## src/hw/rtl/dfc_pkg.sv

```systemverilog
package dfc_pkg;

   // Set size and field widths
   localparam int MAX_JOBS = 1024;
   localparam int DUR_W    = 32;
   localparam int DL_W     = 32;
   localparam int IDX_W    = $clog2(MAX_JOBS);
   localparam int CNT_W    = $clog2(MAX_JOBS + 1);
   // Running total never exceeds MAX_JOBS * (2^DUR_W - 1)
   localparam int TOTAL_W  = DUR_W + CNT_W;
   localparam int JOB_W    = DUR_W + DL_W;

   typedef struct packed {
      logic [DUR_W-1:0] duration;
      logic [DL_W-1:0]  deadline;
   } job_type;

   // Operands of the shared add / compare unit
   typedef struct packed {
      logic [TOTAL_W-1:0] op_a;
      logic [TOTAL_W-1:0] op_b;
   } alu_in_type;

   typedef struct packed {
      logic [TOTAL_W-1:0] sum;
      logic               gt;
   } alu_out_type;

endpackage

```

## src/hw/rtl/dfc_alu.sv

```systemverilog
module dfc_alu (
   input  dfc_pkg::alu_in_type  alu_in,
   output dfc_pkg::alu_out_type alu_out
);

   // Shared adder and magnitude compare
   always_comb begin
      alu_out.sum = alu_in.op_a + alu_in.op_b;
      alu_out.gt  = alu_in.op_a > alu_in.op_b;
   end

endmodule
```

## config.mk

```make
export PLATFORM = sky130hd
export DESIGN_NAME = dfc_alu
export DESIGN_NICKNAME = d
export VERILOG_FILES = /design/src/hw/rtl/dfc_pkg.sv /design/src/hw/rtl/dfc_alu.sv
export SDC_FILE = /design/constraint.sdc
export NUM_CORES = 1
export LEC_CHECK = 0
export BUFFER_PORTS_ARGS = -buffer_cell sky130_fd_sc_hd__buf_2
export CAP_MARGIN = 40
export CORE_MARGIN = 4
export CORE_UTILIZATION = 35
export DETAILED_ROUTE_END_ITERATION = 10
export GPL_TIMING_DRIVEN = 0
export PLACE_DENSITY = 0.66
export SYNTH_ARGS = -nofsm -noshare
export SYNTH_HDL_FRONTEND = slang
export SYNTH_SLANG_ARGS = --single-unit
```

## constraint.sdc

```tcl
create_clock -name vclk -period 6.95
set_clock_uncertainty 0.1 [all_clocks]
set_input_delay 0.3475 -clock vclk [all_inputs]
set_output_delay 0.3475 -clock vclk [all_outputs]
set_load 0.01 [all_outputs]
```

==> impl_metrics.py, run 1 <==
metrics = {
    "outcome": {
        "run_status": "complete, no violations",
    },
    "setup_path": {
        "setup.worst_path.start": "alu_in[0]",
        "path_max_fanout": 3,
        "worst_setup_ep_type": "primary output",
        "timing.critical_path.arrival_ns": 3.25,
        "crit_family": "compound AO/OA/AOI/OAI gates",
        "crit_chain": "buf_2, ha_1, inv_1, fa_1, o21bai_2, a2111oi_4, o21ai_1, o41ai_2, o2111ai_1, nand4_1, a31oi_1, a211oi_2, xor2_1, buf_2",
        "cp_num_buf_inv": 3,
        "critical_path_rt_ns": 6.50,
        "setup.worst_path.start_class": "input port",
        "cpMostUsedCell": "sky130_fd_sc_hd__buf_2",
        "critPathSlowestCell": "sky130_fd_sc_hd__fa_1",
        "timing.critical_path.slowest_cell_delay_ns": 0.41,
        "worst-setup-path-type": "in2out",
    },
    "global_route": {
        "gr-usage-all-layers": 0.162,
        "maximum_number_of_pins_on_one_net_before_global_route_repair": 10,
        "grt_first_pass_wirelength_mm": 16.7,
        "vias_in_the_first_global_route": 3827,
        "grt.overflow.total": 0,
        "grt_antenna_before_repair": 0,
    },
    "placement": {
        "routabilityCongestion": 0.907,
        "hpwl_mm": 9.14,
        "io_buffer_count": 130,
    },
    "routing": {
        "route.detailed.drc": 0,
        "drt_iter0_markers": 121,
        "vias": 3953,
        "firstDrtPassIters": 4,
        "detail_route.wirelength_mm": 10.3,
        "avgRoutedWirePerCell_um": 13.2,
        "antenna_left": 0,
        "vias_per_cell": 5.07,
    },
    "floorplanning": {
        "chipWidth_um": 110,
        "pin_count": 130,
        "die-area_mm2": 0.0121,
        "start_util": 0.356,
        "core_area_mm2": 0.0102,
        "placement_row_count": 37,
        "floorplan.die.height_um": 110,
    },
    "timing": {
        "finalWorstPathRequiredPeriod_ns": 3.70,
        "setup-tns-final_ns": 0,
        "relative_slew_margins": 0.401,
        "worst_slew_pin_slew_ns": 0.892,
        "slew_viol_final": 0,
        "final_hold_viol_count": 0,
        "setup_viol_count_final": 0,
        "final_min_period_over_clock_period": 0.533,
        "rsz0062_at_grt": "no",
        "maxClockFrequency_mhz": 270,
    },
    "synthesis": {
        "postSynthCellCount": 513,
        "yosysUniqueCellTypes": 67,
        "yosys.area.top_type_share": 0.292,
        "cell_type_with_the_highest_aggregate_area_in_the_netlist": "sky130_fd_sc_hd__ha_1",
        "mappedNetlistArea_mm2": 0.00365,
        "synth_sequential_area_ratio": 0,
        "ys_warn_count": 0,
        "syn_area_per_cell_um2": 7.11,
        "ys_top_cells_by_area": "sky130_fd_sc_hd__ha_1 29%, sky130_fd_sc_hd__inv_1 8.0%, sky130_fd_sc_hd__a21oi_1 7.7%, sky130_fd_sc_hd__xnor2_1 7.2%, sky130_fd_sc_hd__nor2_1 5.2%",
        "synth_nets": 685,
    },
    "power": {
        "vdd_drop_max_uv": 46.3,
        "sw_frac_of_total": 0.586,
        "power.density_mw_per_mm2": 96.0,
        "clkPwrFrac": 0,
        "seqPwrFrac": 0,
        "power.switching_uw": 251,
        "p_leak_nw": 2.27,
        "design_power_total_uw": 429,
        "power_frac_comb": 1.000,
        "power.internal_uw": 178,
    },
    "worst_hold_path": {
        "worst_hold_class": "in2out",
        "worst_hold_startpoint": "alu_in[0]",
    },
    "final_layout": {
        "drive_gt1_frac": 0.260,
        "layout.clock_buffers": 0,
        "n_diodes": 0,
        "area_delta_synth_final_pct": 22.5,
        "design.seq.count": 0,
        "seq_area_um2": 0,
        "fillCellCount": 1079,
        "layout.nets": 817,
    },
    "clock_network": {
        "cts_resized": 0,
        "postCtsSetupBuffers": 0,
        "ctsHoldBuffers": 0,
    },
    "job": {
        "drv_cap": 0,
    },
}
[per-stage QoR]
step	instances	cell area, um^2	hold slack (ns)	setup slack [ns]	util
floorplan	513	3650	0.761	3.94	-
global placement	779	4470	0.988	3.24	0.437
detailed placement	779	4470	1.01	3.23	0.437
CTS	779	4470	1.01	3.22	0.437
global route	779	4470	1.06	3.03	0.437
finish	779	4470	1.00	3.25	0.437
[tightest hold or removal path: cells and delay by family]
kind | cells | cell delay, ns
buffers and inverters | 3 | 0.29
adder cells (fa/ha/maj) | 1 | 0.12
[Yosys cell counts (3+ instances only)]
library cell and number:
sky130_fd_sc_hd__a2111oi_4 3, sky130_fd_sc_hd__a211oi_1 4, sky130_fd_sc_hd__a21o_1 3, sky130_fd_sc_hd__a21oi_1 56, sky130_fd_sc_hd__a31oi_1 4, sky130_fd_sc_hd__buf_2 7
sky130_fd_sc_hd__clkbuf_1 10, sky130_fd_sc_hd__ha_1 85, sky130_fd_sc_hd__inv_1 78, sky130_fd_sc_hd__inv_2 4, sky130_fd_sc_hd__nand2_1 11, sky130_fd_sc_hd__nand3_1 10
sky130_fd_sc_hd__nand4_1 10, sky130_fd_sc_hd__nor2_1 51, sky130_fd_sc_hd__nor2b_1 9, sky130_fd_sc_hd__nor3_1 15, sky130_fd_sc_hd__nor4_1 10, sky130_fd_sc_hd__o211ai_1 4
sky130_fd_sc_hd__o21a_1 3, sky130_fd_sc_hd__o21ai_0 16, sky130_fd_sc_hd__o21bai_1 15, sky130_fd_sc_hd__o31a_1 3, sky130_fd_sc_hd__o31ai_1 9, sky130_fd_sc_hd__or3_1 3
sky130_fd_sc_hd__xnor2_1 30, sky130_fd_sc_hd__xor2_1 10
[power groups by stage]
| stage | Combinational (mW) | Clock [mW] | Sequential, mW |
|---|---|---|---|
| 2_1_floorplan | 0.284 | 0 | 0 |
| 3_3_place_gp | 0.422 | 0 | 0 |
| 3_5_place_dp | 0.429 | 0 | 0 |
| 4_1_cts | 0.431 | 0 | 0 |
| 5_1_grt | 0.477 | 0 | 0 |
| 6_report | 0.429 | 0 | 0 |
[placed cells by master (no fill, tap or decap), types with 9 or more instances in the layout]
cell / synthesis / routed
sky130_fd_sc_hd__a21oi_1: 56 / 56
sky130_fd_sc_hd__buf_2: 7 / 137
sky130_fd_sc_hd__clkbuf_1: 10 / 10
sky130_fd_sc_hd__ha_1: 85 / 85
sky130_fd_sc_hd__inv_1: 78 / 78
sky130_fd_sc_hd__nand2_1: 11 / 11
sky130_fd_sc_hd__nand3_1: 10 / 10
sky130_fd_sc_hd__nand4_1: 10 / 10
sky130_fd_sc_hd__nor2_1: 51 / 51
sky130_fd_sc_hd__nor2b_1: 9 / 9
sky130_fd_sc_hd__nor3_1: 15 / 15
sky130_fd_sc_hd__nor4_1: 10 / 10
sky130_fd_sc_hd__o21ai_0: 16 / 16
sky130_fd_sc_hd__o21bai_1: 15 / 15
sky130_fd_sc_hd__o31ai_1: 9 / 9
sky130_fd_sc_hd__xnor2_1: 30 / 30
sky130_fd_sc_hd__xor2_1: 10 / 10
[cell type report]
type	count	area, um^2	share of cell area
buffer	17	72.6	0.0162
tap	136	170	0.0381
timing repair buffer	130	651	0.146
inverter	82	308	0.0689
multi-input combinational	414	3270	0.731
[cells by family (layout without fill, tap and decap cells)]
group,count (synthesis),in the layout,synth area share
buf+inv,99,229,0.104
compound gates,150,150,0.311
simple gates,138,138,0.192
fa+ha+maj,86,86,0.297
xor+xnor,40,40,0.0961
[routing by layer]
layer | vias to the layer above | track usage | part of all wire
met4 | 0 | 0.0178 | 0.014
met2 | 102 | 0.299 | 0.48
li1 | 2056 | - | -
met3 | 12 | 0.00815 | 0.050
met5 | - | 0 | 0
met1 | 1783 | 0.212 | 0.46
[final timing paths]
kind	to	cells after the start
min	alu_out[1]	4
max	alu_out[43]	14
Power figures use the tool's default switching activity.
==> inputs of run 2 (changes only) <==
--- a/config.mk
+++ b/config.mk
@@ -11,7 +11,7 @@
 export CORE_UTILIZATION = 35
 export DETAILED_ROUTE_END_ITERATION = 10
 export GPL_TIMING_DRIVEN = 0
-export PLACE_DENSITY = 0.66
+export PLACE_DENSITY = 0.68
 export SYNTH_ARGS = -nofsm -noshare
 export SYNTH_HDL_FRONTEND = slang
 export SYNTH_SLANG_ARGS = --single-unit
==> constraint.sdc (replaced) <==
create_clock -name vclk -period 3.23
set_clock_uncertainty 0.1 [all_clocks]
set_input_delay 0.1615 -clock vclk [all_inputs]
set_output_delay 0.1615 -clock vclk [all_outputs]
set_load 0.01 [all_outputs]
==> run 2 against run 1 <==
Effect of this change:
- worst setup slack worse by 3.1 ns
- first-iteration DRC count rose by 0.83%
- count of clock-buffer cells in the layout unchanged
- sequential cell count is the same
- largest power group unchanged
- die area stayed put
- global-route usage is 0.40 points lower
- highest routed layer unchanged
- routed wire length increased by 0.46%
- non-clock buffer count grew 4
==> impl_metrics.py, run 2 (synthesis gave the netlist of run 1 again) <==
metrics = {
    "outcome": {
        "run_status": "complete, no violations",
    },
    "timing": {
        "setup-tns-final_ns": 0,
        "hold-worst-slack_ns": 0.616,
        "setup_viol_count_final": 0,
        "slew_viol_final": 0,
        "final_min_period_over_clock_period": 0.966,
        "fin_ws_ns": 0.108,
        "worst_slew_pin_slew_ns": 0.813,
        "relative_slew_margins": 0.454,
        "final_hold_viol_count": 0,
        "maxClockFrequency_mhz": 320,
        "finalWorstPathRequiredPeriod_ns": 3.12,
    },
    "setup_path": {
        "cp_num_buf_inv": 3,
        "timing.critical_path.slowest_cell_delay_ns": 0.40,
        "critPathSlowestCell": "sky130_fd_sc_hd__o41ai_4",
        "worst-setup-path-type": "in2out",
        "timing.critical_path.arrival_ns": 2.86,
        "setup.worst_path.start_class": "input port",
        "worst_setup_ep_type": "primary output",
        "critical_path_rt_ns": 2.97,
        "cpMostUsedCell": "sky130_fd_sc_hd__buf_2",
        "crit_chain": "buf_2, ha_1, inv_1, fa_1, o21bai_2, a2111oi_4, o21ai_2, o41ai_4, o2111ai_2, nand4_1, a31oi_4, a211oi_2, xor2_1, buf_2",
        "path_max_fanout": 3,
        "crit_family": "compound AO/OA/AOI/OAI gates",
    },
    "routing": {
        "drt_iter0_markers": 122,
        "route.detailed.drc": 0,
        "vias": 4005,
        "avgRoutedWirePerCell_um": 13.2,
        "firstDrtPassIters": 4,
        "vias_per_cell": 5.11,
        "detail_route.wirelength_mm": 10.3,
        "antenna_left": 0,
    },
    "global_route": {
        "grt_first_pass_wirelength_mm": 16.3,
        "gr-usage-all-layers": 0.158,
        "grt.overflow.total": 0,
        "vias_in_the_first_global_route": 3804,
        "grt_antenna_before_repair": 0,
        "maximum_number_of_pins_on_one_net_before_global_route_repair": 10,
    },
    "final_layout": {
        "layout_common_cells": "137 x sky130_fd_sc_hd__buf_2, 85 x sky130_fd_sc_hd__ha_1, 78 x sky130_fd_sc_hd__inv_1",
        "design_area_mm2": 0.00457,
        "design.seq.count": 0,
        "area_delta_synth_final_pct": 25.2,
        "layout.clock_buffers": 0,
        "drive_gt1_frac": 0.270,
        "seq_area_um2": 0,
        "fillCellCount": 1072,
        "mostFrequentLayoutCell": "sky130_fd_sc_hd__buf_2",
        "layout.nets": 821,
        "n_diodes": 0,
    },
    "placement": {
        "io_buffer_count": 130,
        "routabilityCongestion": 0.886,
        "post_dp_cell_area_mm2": 0.00447,
        "hpwl_mm": 9.05,
        "pre_cts_slack_ns": -0.110,
    },
    "floorplanning": {
        "pin_count": 130,
        "die-area_mm2": 0.0121,
        "core_area_mm2": 0.0102,
        "start_util": 0.356,
        "chipWidth_um": 110,
        "floorplan.die.height_um": 110,
        "placement_row_count": 37,
    },
    "worst_hold_path": {
        "worst_hold_class": "in2out",
    },
    "job": {
        "drv_cap": 0,
    },
    "power": {
        "p_leak_nw": 2.30,
        "power.density_mw_per_mm2": 208,
        "vdd_drop_max_uv": 109,
    },
}
run 2: report_power, final:
group | total (mW) | internal (mW) | switching (mW)
Sequential | 0 | 0 | 0
Clock | 0 | 0 | 0
Combinational | 0.948 | 0.397 | 0.552
Total | 0.948 | 0.397 | 0.552
run 2: final timing paths:
kind / startpoint / to / cells past startpoint / slack, ns
worst min-delay path: alu_in[0] / alu_out[1] / 4 / 0.62
worst max-delay path: alu_in[0] / alu_out[43] / 14 / 0.11
run 2: through the flow:
| stage | utilization | power [mW] | cells |
|---|---|---|---|
| after floorplan | - | 0.612 | 513 |
| after global placement | 0.437 | 0.907 | 779 |
| after detailed placement | 0.437 | 0.921 | 779 |
| after CTS | 0.439 | 0.933 | 779 |
| after global routing | 0.446 | 1.05 | 783 |
| final | 0.446 | 0.948 | 783 |
run 2: area by class of cell:
cell class,instances,area (um^2),share of cell area
Tap cell,136,170,0.0373
Multi-Input combinational cell,414,3330,0.730
Buffer,17,72.6,0.0159
Timing Repair Buffer,134,681,0.149
Inverter,82,308,0.0674
run 2: repair_timing:
| action | in CTS | in global routing |
|---|---|---|
| endpoints found under the setup margin | 2 | 6 |
| setup buffers | 0 | 4 |
| hold buffers | 0 | 0 |
| gates resized for setup | 3 | 6 |
| pin swaps | 0 | 6 |
run 2: worst min-delay path: stages:
cell and delay, ns:
sky130_fd_sc_hd__buf_2 0.09, sky130_fd_sc_hd__ha_1 0.12, sky130_fd_sc_hd__inv_1 0.05, sky130_fd_sc_hd__buf_2 0.13
run 2: routing by layer:
layer  track usage  vias to the layer above  share of wire
met5             0                        -              0
met4        0.0107                        0         0.0089
met3        0.0186                        8          0.064
met2         0.294                       98           0.49
met1         0.201                     1832           0.44
li1              -                     2067              -
